===== src/design/pmst_ram.sv =====
`timescale 1ns / 1ps
`default_nettype none

module pmst_ram #(
	parameter int WIDTH = 16,
	parameter int DEPTH = 256
) (
	input  wire logic                     clk,
	input  wire logic                     we,
	input  wire logic [$clog2(DEPTH)-1:0] waddr,
	input  wire logic [WIDTH-1:0]         wdata,
	input  wire logic [$clog2(DEPTH)-1:0] raddr,
	output logic      [WIDTH-1:0]         rdata
);

	logic [WIDTH-1:0] mem [DEPTH];

	// One write port and one registered read port.
	always_ff @(posedge clk) begin
		if (we) begin
			mem[waddr] <= wdata;
		end
		rdata <= mem[raddr];
	end

endmodule

`default_nettype wire


===== config.mk =====
export PLATFORM = sky130hd
export DESIGN_NAME = pmst_ram
export DESIGN_NICKNAME = d
export VERILOG_FILES = /design/src/design/pmst_ram.sv
export SDC_FILE = /design/constraint.sdc
export NUM_CORES = 2
export LEC_CHECK = 0
export BUFFER_PORTS_ARGS = -buffer_cell sky130_fd_sc_hd__buf_2
export CAP_MARGIN = 20
export CELL_PAD_IN_SITES_DETAIL_PLACEMENT = 1
export CELL_PAD_IN_SITES_GLOBAL_PLACEMENT = 1
export CORE_UTILIZATION = 35
export CTS_BUF_LIST = sky130_fd_sc_hd__clkbuf_8
export CTS_CLUSTER_DIAMETER = 120
export DETAILED_ROUTE_END_ITERATION = 8
export PLACE_DENSITY_LB_ADDON = 0.1
export SLEW_MARGIN = 20
export SYNTH_ARGS = -nofsm -noshare
export SYNTH_HDL_FRONTEND = slang
export SYNTH_SLANG_ARGS = --single-unit

===== constraint.sdc =====
create_clock -name clk -period 2.3 [get_ports clk]
set_clock_uncertainty 0.05 [all_clocks]
set_input_delay 0.23 -clock clk [delete_from_list [all_inputs] [get_ports clk]]
set_output_delay 0.23 -clock clk [all_outputs]
set_load 0.005 [all_outputs]

======== After elaboration in Yosys (flattened, before gate mapping) ========
Memory sizes are Yosys's and may differ from the RTL's. A register that Yosys moved wholly into a read port is not among the register bits.
Index checks and enable logic that the tools add are counted.
operators by class
  divide/modulo/power cells ............... 0
  eq/ne operators ......................... 0
  order comparisons ....................... 0
  mux-type cells .......................... 2
  $add $sub $neg .......................... 0
  reduce and logical (&&, ||, !) cells .... 0
  shifts and indexed selects .............. 0
  $mul .................................... 0
  bitwise logic cells ..................... 0
operators with widths
  cell              count
  2-to-1 mux 1 bit  2
word-level totals
  ROM bits ................................ 0
  memories ................................ 1
  latch bits .............................. 0
  register bits ........................... 0
  memory bits (writable) .................. 4096
  output and inout bits ................... 16
memories
  memory  depth  width  read ports  clocked after Yosys merged registers in  write ports  line  source
  mem     256    16     1           1                                        1            16    logic [WIDTH-1:0] mem [DEPTH];

======== Depth between registers and ports, before layout ========
  word-level depth ........................ 2
  mapped depth ............................ 12

======== Worst setup path after synthesis ========
OpenSTA, ideal clock, no wires.
  path type ............................... in2reg
  start ................................... input port waddr[3]
  end ..................................... memory mem[235][0] (enable)
  data arrival time ....................... 2007 ps
  setup time .............................. 388 ps
  setup slack ............................. -145 ps
  path buffers ............................ 3
  required time ........................... 1862 ps
  stages on the path ...................... 6
  cell sequence ........................... clkbuf_1 -> nor2b_1 -> clkbuf_1 -> nand4_1 -> clkbuf_1 -> nor2_1
RTL lines
  item         line  source
  from (decl)  10    input wire logic [$clog2(DEPTH)-1:0] waddr,
  to (decl)    16
No word-level cell before the write port.

==> results.sh <==
export IMPL_drc=0
export IMPL_ys_warn_count=0
export IMPL_wire_per_inst_um=33.8
export IMPL_ctsRootBufferMaster="clkbuf_8"
export IMPL_holdPathStages=3
export IMPL_antenna_found_initial=54
export IMPL_reg2reg_depth=7
export IMPL_p_per_area_mw_per_mm2=794
export IMPL_vdd_drop_max_uv=488
export IMPL_final_common_cell="edfxtp_1"
export IMPL_fp_dieH_um=675
export IMPL_violations="setup timing"
export IMPL_total_power_mw=153
export IMPL_drv_slew=0
export IMPL_grtUsageTotal_pct=22.6
export IMPL_grt_pass1_wl_um=718000
export IMPL_initial_core_util_pct=35.2
export IMPL_switching_power_mw=36.6
export IMPL_cts_tree="built"
export IMPL_critPathArrivalTime_ns=3.60
export IMPL_min_period_ns=2.57
export IMPL_fin_cells=15400
export IMPL_ys_seq_area_share_pct=77.7
export IMPL_r2r_end="rdata[8]$_DFF_P_"
export IMPL_clock_latency_ns=1.25
export IMPL_firstDrtPassIters=8
export IMPL_finalHoldViolCount=0
export IMPL_io_buffers=49
export IMPL_drive_gt1_share_pct=34.3
export IMPL_cts_buffers=709
export IMPL_min_delay_path_class="input port to register"
export IMPL_finalCritPeriodShare_pct=112
export IMPL_switching_share_pct=24.0
export IMPL_die_width_um=675
export IMPL_hp_start="wdata[11]"
export IMPL_final_cell_mix="edfxtp_1, mux4_2, buf_4"
export IMPL_rsz0062_at_grt="yes"
export IMPL_startpoint_type="register"
export IMPL_cp_max_fo=1
export IMPL_synth_async_reset_ratio_pct=0
export IMPL_dieArea_sq_mm=0.456
export IMPL_viasPerCell=5.42
export IMPL_tightest_slew_ns=1.09
export IMPL_post_place_ws_ns=-1.80
export IMPL_grt_pass1_vias=88100
export IMPL_power_frac_seq_pct=54.3
export IMPL_p_comb_share_pct=6.6
export IMPL_yosysTopAreaCell="edfxtp_1"
export IMPL_worstHoldEndpoint="mem[233][11]$_DFFE_PP_"
export IMPL_placementRows=246
export IMPL_ant_nets=0
export IMPL_htree_levels=6
export IMPL_cts_sinks=4112
export IMPL_routed_wl_um=521000
export IMPL_timing_final_ws_setup_ns=-0.266
export IMPL_path_clk_slew_ns=0.06
export IMPL_syn_num_nets=7394
export IMPL_intPower_mw=116
export IMPL_cp_end_kind="register"
export IMPL_pwr_share_clk_pct=39.2
export IMPL_synth_area_leaders="edfxtp_1, mux4_2, mux2i_1"
export IMPL_ios=50
export IMPL_dp_cells=14100
export IMPL_core_area_sq_mm=0.450
export IMPL_synth_cell_types=52
export IMPL_relSlewSlack_pct=26.9
export IMPL_synth_edf_count=4096
export IMPL_area_growth_syn_to_layout_pct=21.1
export IMPL_reg2reg_slack_ns=-0.27
export IMPL_nNetsFinal=8934
export IMPL_maxCapViolCount=0
export IMPL_timing_rr_start="mem[63][8]$_DFFE_PP_"
export IMPL_syn_inst=7360
export IMPL_drt_iter0_markers=7612
export IMPL_synth_seq_cells=4112
export IMPL_overflow=0
export IMPL_num_vias=83500
export IMPL_dp_hpwl_um=331000
export IMPL_outcome="complete, but fails checks"
export IMPL_leakagePower_nw=62.8
export IMPL_setup_viol=15
export IMPL_syn_cell_area_sq_mm=0.159
export IMPL_synth_top_area_share_pct=77.5
export IMPL_synth_avg_cell_area_sq_um=21.6
export IMPL_synth_flop_cell="edfxtp_1"
export IMPL_place_congestion=0.828
export IMPL_crit_type="register to register"
export IMPL_max_freq_mhz=390
export IMPL_clock_path_buffers=4
export IMPL_grt_max_degree=81
export IMPL_worstPathRequired_ns=3.33
==> layer usage <==
metal | GRT usage, % | share of wire (%) | vias to the layer above
met5 | 0 | 0.0035 | -
met2 | 37.1 | 48 | 2603
met3 | 3.15 | 5.6 | 666
met1 | 32.1 | 44 | 45700
met4 | 4.86 | 2.1 | 4
li1 | - | - | 34500
==> kinds of logic (layout without fill, tap and decap cells) <==
family / count (synthesis) / after routing / share of synthesized area [%]
flip-flops: 4112 / 4112 / 77.7
AO/OA/AOI/OAI: 786 / 786 / 3.54
other: 0 / 17 / 0
multiplexers: 1450 / 1450 / 15.5
AND/OR/NAND/NOR: 556 / 556 / 1.57
buffers and inverters: 456 / 2540 / 1.69
==> metrics by stage <==
| step | util (%) | cell area (sq um) | setup TNS (ns) | hold slack, ns |
|---|---|---|---|---|
| finish | 42.7 | 192000 | -2.41 | 0.0962 |
| global route | 42.7 | 192000 | -3.20 | 0.0537 |
| floorplan | - | 159000 | -248.22 | 0.279 |
| detailed placement | 39.6 | 178000 | -22.73 | 0.555 |
| CTS | 42.6 | 192000 | -7.22 | 0.00130 |
| global placement | 39.6 | 178000 | -22.82 | 0.555 |
==> synthesized netlist by cell type (26+ instances only) <==
cell / count
nor2_1: 304
nand4_1: 26
nand3_1: 35
o21ai_0: 37
mux2_2: 88
a22o_1: 32
nand2_1: 38
clkbuf_1: 230
buf_1: 27
a221oi_1: 28
a21oi_1: 175
o22ai_1: 148
nor3_1: 92
o221ai_1: 252
buf_6: 77
mux2i_1: 565
mux4_2: 797
buf_2: 76
buf_4: 26
edfxtp_1: 4096
a22oi_1: 43
==> layout make-up <==
type | count | area [sq um]
Antenna cell | 17 | 42.5
Clock buffer | 718 | 9880
Clock inverter | 537 | 2500
Fill cell | 42000 | 258000
Inverter | 4 | 27.5
Multi-Input combinational cell | 2792 | 34100
Sequential cell | 4112 | 123000
Tap cell | 5952 | 7450
Timing Repair Buffer | 1281 | 14900
==> worst max path at each step <==
| stage | cells past startpoint | end | from |
|---|---|---|---|
| CTS | 6 | rdata[5]$_DFF_P_ | mem[55][5]$_DFFE_PP_ |
| global route | 7 | rdata[10]$_DFF_P_ | mem[62][10]$_DFFE_PP_ |
| finish | 7 | rdata[8]$_DFF_P_ | mem[63][8]$_DFFE_PP_ |
| global placement | 12 | rdata[5]$_DFF_P_ | raddr[0] |
| floorplan | 6 | mem[235][0]$_DFFE_PP_ | waddr[3] |
| detailed placement | 12 | rdata[5]$_DFF_P_ | raddr[0] |
==> worst max-delay path, cell delays in order (launching register included) <==
cell and delay, ns:
edfxtp_1 0.36, mux4_2 0.52, mux4_2 0.54, a22o_1 0.29, buf_12 0.15, o32ai_4 0.30
buf_6 0.16, nor4_2 0.04
==> flip-flops by register name, summed over array words and instances, names as in the netlist <==
register / cells
rdata: 16
mem: 4096
==> power by group through the flow <==
| stage | Sequential (mW) | Clock (mW) | Combinational [mW] |
|---|---|---|---|
| global placement | 84.3 | 0 | 9.60 |
| detailed placement | 84.4 | 0 | 9.73 |
| floorplan | 84.3 | 0 | 4.08 |
| finish | 82.8 | 59.8 | 10.0 |
| global route | 82.8 | 64.3 | 10.5 |
| CTS | 82.8 | 61.6 | 10.1 |
==> repair_timing <==
action / CTS / global route
endpoints found under the hold margin: 8052 / 0
endpoints found under the setup margin: 29 / 64
buffers inserted: 0 / 1
pin swaps: 23 / 13
resized for setup: 140 / 29
cloned: 0 / 2
hold buffers: 59 / 0
Note: power is estimated with default switching activity, not from simulation.
