==> config.mk <==
export PLATFORM = sky130hd
export DESIGN_NAME = pmst_cell
export DESIGN_NICKNAME = d
export VERILOG_FILES = /design/src/design/pmst_pkg.sv /design/src/design/pmst_cell.sv
export SDC_FILE = /design/constraint.sdc
export NUM_CORES = 1
export LEC_CHECK = 0
export BUFFER_PORTS_ARGS = -buffer_cell sky130_fd_sc_hd__buf_2
export CORE_ASPECT_RATIO = 1.1
export CORE_MARGIN = 1
export CORE_UTILIZATION = 50
export CTS_BUF_LIST = sky130_fd_sc_hd__clkbuf_2 sky130_fd_sc_hd__clkbuf_4 sky130_fd_sc_hd__clkbuf_8
export DETAILED_ROUTE_END_ITERATION = 10
export GPL_TIMING_DRIVEN = 0
export PLACE_DENSITY = 0.82
export SLEW_MARGIN = 20
export SYNTH_ARGS = -nofsm -noshare
export SYNTH_HDL_FRONTEND = slang
export SYNTH_SLANG_ARGS = --single-unit
==> constraint.sdc <==
create_clock -name clk -period 2.7 [get_ports clk]
set_clock_uncertainty 0.15 [all_clocks]
set_input_delay 0.405 -clock clk [delete_from_list [all_inputs] [get_ports clk]]
set_output_delay 0.405 -clock clk [all_outputs]
set_load 0.02 [all_outputs]
==> src/design/pmst_pkg.sv <==
`timescale 1ns / 1ps
`default_nettype none

package pmst_pkg;

	// Operation codes carried in the input tuser field.
	localparam logic [1:0] FUNC_CLEAR   = 2'd0;
	localparam logic [1:0] FUNC_ADD     = 2'd1;
	localparam logic [1:0] FUNC_COMPUTE = 2'd2;

	// Fixed field widths of the stream payloads and the configuration word.
	localparam int VTX_BITS   = 4;
	localparam int WIDTH_FIELD = 16;
	localparam int CNT_BITS   = 5;

	// Sequencer states, one-hot.
	typedef enum logic [6:0] {
		ST_IDLE   = 7'b0000001,
		ST_CLEAR  = 7'b0000010,
		ST_WR2    = 7'b0000100,
		ST_LOAD   = 7'b0001000,
		ST_UPDATE = 7'b0010000,
		ST_SEARCH = 7'b0100000,
		ST_EMIT   = 7'b1000000
	} state_t;

	// Control broadcast from the sequencer to every cell.
	typedef struct packed {
		logic init;
		logic shift;
		logic update;
		logic take;
	} cell_ctl_t;

endpackage

`default_nettype wire

==> src/design/pmst_cell.sv <==
`timescale 1ns / 1ps
`default_nettype none

module pmst_cell import pmst_pkg::*; #(
	parameter int IDX = 0,
	parameter int WB  = 16,
	parameter int VW  = 4,
	parameter int NW  = 5
) (
	input  wire logic            clk,
	input  wire cell_ctl_t       ctl,
	input  wire logic [VW-1:0]   pick,
	input  wire logic [NW-1:0]   n_active,
	input  wire logic [WB-1:0]   w_in,
	output logic      [WB-1:0]   w_out,
	input  wire logic [WB:0]     tok_low_in,
	input  wire logic [VW-1:0]   tok_idx_in,
	input  wire logic            tok_fnd_in,
	output logic      [WB:0]     tok_low_out,
	output logic      [VW-1:0]   tok_idx_out,
	output logic                 tok_fnd_out,
	output logic      [WB:0]     key,
	output logic      [VW-1:0]   parent,
	output logic                 in_tree
);

	localparam logic [WB:0] KEY_NONE = {1'b1, {WB{1'b0}}};

	logic [WB-1:0] w_q;
	logic [WB:0]   key_q;
	logic [VW-1:0] par_q;
	logic          tree_q;
	logic          active;
	logic          better;
	logic          relax;

	assign active = NW'(IDX) < n_active;
	assign better = active && !tree_q && (key_q < tok_low_in);
	assign relax  = active && !tree_q && (w_q != '0) && ({1'b0, w_q} < key_q);

	// Matrix row shifts through the chain one cell per cycle while shift is asserted.
	always_ff @(posedge clk) begin
		if (ctl.shift) begin
			w_q <= w_in;
		end
	end

	// Key, parent and tree membership of this vertex.
	always_ff @(posedge clk) begin
		if (ctl.init) begin
			key_q  <= (IDX == 0) ? '0 : KEY_NONE;
			par_q  <= '0;
			tree_q <= 1'b0;
		end else begin
			if (ctl.update && relax) begin
				key_q <= {1'b0, w_q};
				par_q <= pick;
			end
			if (ctl.take && (pick == VW'(IDX))) begin
				tree_q <= 1'b1;
			end
		end
	end

	// The running minimum passes to the next cell each cycle.
	always_ff @(posedge clk) begin
		tok_low_out <= better ? key_q : tok_low_in;
		tok_idx_out <= better ? VW'(IDX) : tok_idx_in;
		tok_fnd_out <= better | tok_fnd_in;
	end

	assign w_out   = w_q;
	assign key     = key_q;
	assign parent  = par_q;
	assign in_tree = tree_q;

endmodule

`default_nettype wire

Word-level counts from Yosys, hierarchy flattened --
Index checks and enable logic that the tools add are counted.
Storage, ports and cells: bits in registers 59, input bits 52, output and inout port bits 60, word-level logic and storage cells 22
Cells by class: $lt $le $gt $ge 3, muxes and demuxes 1, bitwise operators 1, reductions and logical operators 9
Operator list (count):
- $lt 16x17->1 | 1
- $lt 16x16->1 | 1
- $mux 16 | 1
- $reduce_bool 16->1 | 1
- $logic_and 1x1->1 | 6
- $lt 1x5->1 const A | 1
- $logic_not 4->1 | 1
- $logic_not 1->1 | 1
- $or 1x1->1 | 1

Longest topological paths before layout --
Gate-level depths: netlist (run 1).
word-level depth 5, gate-level depth with buffers 9

Worst setup path before layout (run 1) --
Ideal clock, no wire load.
path kind reg-to-reg, start point register w_q[10], in the netlist w_out[10], end point register key_q[0], in the netlist key[0], setup time 72 ps, data arrival time 2086 ps, data required time 2478 ps, slack 392 ps, stages on the path, launching flop included 8, cells stage by stage edfxtp_1 -> ha_1 -> a21oi_1 -> nand2_1 -> a221o_1 -> a221oi_1 -> buf_4 -> mux2i_1
On the way: cells in the longest elaborated chain, start to end 4, elaborated cells between the ends (all ways) 5, those cells by class 1 x order compare; 4 x reduce/logical
RTL lines:
- from (decl) | RTL line pmst_cell.sv:29 | logic [WB-1:0] w_q;
- from (signal assigned) | RTL line pmst_cell.sv:44 | w_q <= w_in;
- parallel branches: the longest is 2 deep, another holds $lt 16x16->1
- $logic_and 1x1->1 * | RTL line pmst_cell.sv:39 | assign relax = active && !tree_q && (w_q != '0) && ({1'b0, w_q} < key_q);
- $logic_and 1x1->1 * | RTL line pmst_cell.sv:55 | if (ctl.update && relax) begin
- to (signal assigned) | RTL line pmst_cell.sv:51 | key_q <= (IDX == 0) ? '0 : KEY_NONE;
- to (signal assigned) | RTL line pmst_cell.sv:56 | key_q <= {1'b0, w_q};
- to (decl) | RTL line pmst_cell.sv:30 | logic [WB:0] key_q;
Mark *: on every way between the ends. A chain may end at the register's enable or synchronous reset.

Worst setup path after layout (run 1) --
start point register key_q[7], in the netlist key[7], end point register key_q[12], in the netlist key[12]
On the way: cells in the longest elaborated chain, start to end 3
RTL lines (RTL line):
- $lt 16x16->1 | pmst_cell.sv:39
- $logic_and 1x1->1 | pmst_cell.sv:39
- $logic_and 1x1->1 | pmst_cell.sv:55
Every way passes these cells.

==> results of run 1 <==
-- worst paths after layout --
| path | start | slack, ps | endpoint |
|---|---|---|---|
| setup / recovery | key[7] | 210 | key[12] |
| hold / removal | tok_fnd_in | 90 | tok_fnd_out |
| setup reg to reg | key[7] | 210 | key[12] |
| hold reg to reg | parent[3] | 330 | parent[3] |
-- final cells by class --
cell class                 count  area share
inverter                      30      0.0270
tap                           80      0.0240
clock buffer                  13      0.0384
timing repair buffer         110       0.132
sequential                    59       0.322
clock inverter                 3     0.00360
buffer                        19      0.0264
multi-input combinational    237       0.427
-- cells in the mapped netlist (2+ instances only) --
cell type  number
or4_1           2
buf_4           4
a21boi_0        3
nor2_1         18
nand4_1         3
buf_6           3
nand2_1         7
o21ai_0        25
clkbuf_1       10
a21o_1          6
a21oi_1        11
ha_1           30
o21ai_1        10
inv_1          30
a32oi_1        16
edfxtp_1       16
nor4_1          5
mux2i_1        20
and4_1          2
nand2b_1       43
and2_1          2
o211ai_1       16
dfxtp_1        43
-- cells by family (layout without fill, tap and decap cells) --
logic type	count (synthesis)	in the layout
AOI/OAI and AO/OA	98	98
other	1	1
muxes	20	20
and+or+nand+nor	88	88
adders and majority gates	30	30
buffers and inverters	49	175
DFF	59	59
-- critical path: cells and delay by family (launching register included) --
| family | cells | cell delay, ps |
|---|---|---|
| muxes | 1 | 220 |
| buffers and inverters | 2 | 360 |
| adders and majority gates | 1 | 290 |
| AOI/OAI and AO/OA | 4 | 900 |
| DFF | 1 | 480 |
-- state kept, by name (all words and copies together) (netlist names) --
name         flops
in_tree          1
key             16
parent           4
tok_fnd_out      1
tok_idx_out      4
tok_low_out     17
w_out           16
-- cell usage in the layout (no fill, tap or decap), types with 2 or more instances in the layout --
cell type and instances:
nand4_1 3, o21ai_0 25, nor4_1 5, o211ai_1 16, and2_1 2, nand2b_1 43
clkbuf_4 3, ha_1 30, a32oi_1 16, nand2_1 7, nor2_1 18, and4_1 2
clkbuf_8 10, o21ai_1 10, a21boi_0 3, clkbuf_1 10, dfxtp_1 43, inv_1 30
buf_6 3, buf_4 4, buf_2 111, edfxtp_1 16, mux2i_1 20, a21o_1 6
a21oi_1 11, or4_1 2, clkinv_2 3
-- layer usage --
layer  GRT usage  vias up
li1            -     1496
met1       0.300     1441
met2       0.416      148
met3      0.0823       16
met4       0.110        0
met5           0        -
-- power by group --
group / switching [uW] / internal, uW / total [uW]
clock network: 338 / 384 / 723
registers: 61.3 / 986 / 1050
logic: 319 / 212 / 530
-- through the flow --
stage | power (uW) | cell area, um^2
6_report | 2300 | 4170
3_3_place_gp | 1570 | 3990
4_1_cts | 2310 | 4170
2_1_floorplan | 1400 | 3340
3_5_place_dp | 1590 | 3990
5_1_grt | 2410 | 4170
==> metrics.txt, run 1 <==
CP max stage cell=dfxtp_1; synthesized instance count=about 350; Hold Path Class=primary input to flop; mux contribution to synthesized area=0.0599; Hold Buf Count CTS=0; Fmax=roughly 400 MHz; CTS max path bufs=2; compound-cell area share of the yosys netlist=0.199; Synth Area in Simple Gates=0.159; setup TNS=0 ps; Die Area=~7000 um^2; CTS tree=done; status=finished clean; Clock Latency Late Sink=330 ps; Final Setup Violations=0; non-filler cells, final=~550; P_leak=between 0.0015 and 0.002 uW; routed wl met2=slightly above 4000 um; total CTS buffers=9; Post-synth EDFFs=16; placer congestion estimate=approximately 0.86; share of the synthesized area in the top cell type=0.257; area of the core=6310 um^2; Overflow after GRT=0; first-pass GRT wire length=around 13000 um; Worst-path clk slew=approximately 70 ps; Pre-Repair DR Iteration Count=5; Reg area=approximately 1300 um^2; average wire per standard cell=between 15 and 20 um; R2R depth=8; initial antenna violation count=0; DR WL met3=596 um; adder-cell share of the synthesized area=0.112; count of input and output buffers=110; WP data required=2810 ps; final design utilization=0.661; Synth Net Count=between 400 and 500; max_cap viols=0; largest family of logic cells by synthesized area=compound AO/OA/AOI/OAI gates; top post-synthesis cells by area=dfxtp_1 (26%), edfxtp_1 (14%), ha_1 (11%); setup ws final=roughly 210 ps; max layer used=met4; area grow syn2layout=24.7%; YS warnings=0; Clock Sinks=59; multi-input logic area=1780 um^2; Final min period=about 2500 ps; Slew HR=0.543; worst-path maximum fanout=10; Avg Cell Area, Syn=9.69 um^2; # diodes=0; Placed Instances=535; critical path endpoint category=flop; register area share after synthesis=0.401; fill count=between 500 and 600; Power Density=~550 nW/um^2; pin count of the biggest net entering global routing=17; Nets=548; GRT Total Usage=0.252; CP peak stage delay=between 400 and 500 ps; Max VDD drop=0.435 mV; share of cells above drive strength 1=0.297; hold depth=2; drt total wl=8410 um; Die Ht=approximately 88 um; metal1 wirelength=between 3000 and 4000 um; post-cts resize count=0; Via-to-Cell Ratio=roughly 5.6; final hold slack=around 87 ps; IO Pins=about 110; crit path DAT=roughly 2600 ps; Tcrit/Tclk final=0.923; Residual DRC=0; dpl ws=approximately 94 ps; Setup Fix Bufs, Post-CTS=0; DR iter-0 viols=301; mapped cell area=around 3300 um^2; Async S/R FF share, synth=0; die width=around 80 um; H-tree levels=3; actual slew at the worst max-slew pin=approximately 700 ps; number of global-route vias before repair=2956; Final Hold Fails=0; vias=3101; Critical Path Start Type=flop; Post-DRT Antenna Nets=0; RSZ-0062 raised after global routing=false; xor and xnor fraction of the mapped netlist area=0; Rows=30; Max Slew Vio Count=0; Top FF cell, synth=dfxtp_1; Yosys cell types=43; CTS root buffer=clkbuf_8; kind of critical path=flop to flop; CP Cell Sequence=inv_1 > ha_1 > a21oi_1 > o21ai_0 > a221o_1 > a221oi_1 > buf_4 > mux2i_1; HPWL Detailed=roughly 6300 um; #FFs+latches synth=around 60; Initial Utilization=0.530; biggest area consumer among synthesized cells=dfxtp_1
Power figures use the tool's default switching activity.
==> run 2, diff against run 1 <==
MAX_ROUTING_LAYER = met4   (was not set)
==> run 2 against run 1 <==
Effect of this change: sequential power about the same; first-iteration DRC count up 1.0%; count of clock-buffer cells in the layout unchanged; non-clock buffer count unchanged; setup slack worse by 23 ps; maximum frequency down 0.91%; sequential share of layout area unchanged; global-route usage up 0.75 points; power about the same; register-to-register slack worse by 20 ps; routed wire length up 0.62%; largest power group unchanged.
==> metrics.txt, run 2 (synthesis results as in run 1) <==
post-cts resize count=0; Area after DPL=approximately 4000 um^2; non-filler cells, final=between 500 and 600; critical path endpoint category=flop; Largest register FFs=17; Hold Buf Count CTS=0; RSZ-0062 raised after global routing=false; WP buf/inv=1; Die Area=~7000 um^2; max_cap viols=0; Final min period=between 2000 and 3000 ps; # diodes=0; setup TNS=0 ps; Clock Latency Late Sink=approximately 340 ps; H-tree levels=3; Rows=30; CP max stage cell=nor4_4; finished layout cell area=4170 um^2; Nets=around 550; final design utilization=0.661; die width=around 80 um; CP Cell Sequence=ha_1 > nand4b_4 > nor4_4 > clkbuf_1 > a32oi_1 > o211ai_1; placer congestion estimate=slightly below 0.9; met2 usage=0.416; Final Hold Fails=0; initial antenna violation count=0; CTS max path bufs=2; area grow syn2layout=24.7%; GR peak layer=met2; status=finished clean; Placed Instances=535; average wire per standard cell=~15 um; Setup Fix Bufs, Post-CTS=0; Max Slew Vio Count=0; CTS root buffer=clkbuf_8; number of global-route vias before repair=slightly below 3000; share of cells above drive strength 1=0.297; HPWL Detailed=6310 um; Worst-path clk slew=70 ps; Post-DRT Antenna Nets=0; CTS tree=done; IO Pins=~110; final hold slack=86.2 ps; GRT Total Usage=0.260; fill count=540; CP peak stage delay=between 500 and 600 ps; Die Ht=slightly below 90 um; Slew HR=0.534; first-pass GRT wire length=approximately 13000 um; crit path DAT=about 2600 ps; vias=around 3100; count of input and output buffers=110; CP delay by family, top=simple AND/OR/NAND/NOR gates; Fmax=approximately 400 MHz; met1 Usage GRT=0.306; Clock Sinks=a little under 60; Overflow after GRT=0; Critical Path Start Type=flop; WP data required=between 2000 and 3000 ps; Biggest register=tok_low_out; Final Setup Violations=0; Initial Utilization=0.530; P_leak=0.00190 uW; area of the core=6310 um^2; Power Density=552 nW/um^2; actual slew at the worst max-slew pin=between 600 and 700 ps; Pre-Repair DR Iteration Count=6; Hold Path Class=primary input to flop; GR Util met3=0.0781; worst-path maximum fanout=10; Max VDD drop=roughly 0.44 mV; Tcrit/Tclk final=0.931; most common cell after layout, fill and taps aside=buf_2; Via-to-Cell Ratio=about 5.7; DR iter-0 viols=slightly above 300; commonest non-fill, non-tap cells in the layout=buf_2 (111), nand2b_1 (43), dfxtp_1 (43), inv_1 (30), ha_1 (30); kind of critical path=flop to flop; Residual DRC=0; drt total wl=approximately 8500 um; pin count of the biggest net entering global routing=17; total CTS buffers=9
==> run 2: cell counts in the layout (fill, tap and decap cells not counted) <==
No cell type changed its count.
==> run 2: through the flow <==
step / setup WS, ps / total power (uW)
5_1_grt: 36.5 / 2410
3_5_place_dp: 94.1 / 1590
3_3_place_gp: 110 / 1570
4_1_cts: 227 / 2310
2_1_floorplan: 392 / 1400
6_report: 186 / 2300
==> run 2: area by class of cell <==
class | count | area [um^2] | area share
sequential | 59 | 1340 | 0.322
multi-input combinational | 237 | 1780 | 0.427
inverter | 30 | 113 | 0.0270
tap | 80 | 100 | 0.0240
buffer | 19 | 110 | 0.0264
timing repair buffer | 110 | 551 | 0.132
clock buffer | 13 | 160 | 0.0384
clock inverter | 3 | 15.0 | 0.00360
==> run 2: final timing paths <==
check / start / end / slack, ps / cells past startpoint
min: tok_fnd_in / tok_fnd_out / 90 / 2
max reg2reg: key[14] / tok_low_out[12] / 190 / 6
min reg2reg: parent[3] / parent[3] / 330 / 2
max: key[14] / tok_low_out[12] / 190 / 6
==> run 2: report_power, final <==
part | total, uW | internal [uW] | switching (uW)
clock | 724 | 384 | 340
combinational | 530 | 211 | 319
sequential | 1050 | 986 | 61.3
==> run 2: worst reg2reg max path, delay by kind of cell (launching register included) <==
kind | cells | cell delay, ps
adders and majority gates | 1 | 380
DFF | 1 | 370
buffers and inverters | 1 | 460
and+or+nand+nor | 2 | 760
AOI/OAI and AO/OA | 2 | 320
==> run 2: layer usage <==
layer / vias up / part of all wire
li1: 1493 / -
met4: 0 / 0.022
met1: 1447 / 0.42
met2: 156 / 0.49
met3: 19 / 0.071
met5: - / 0
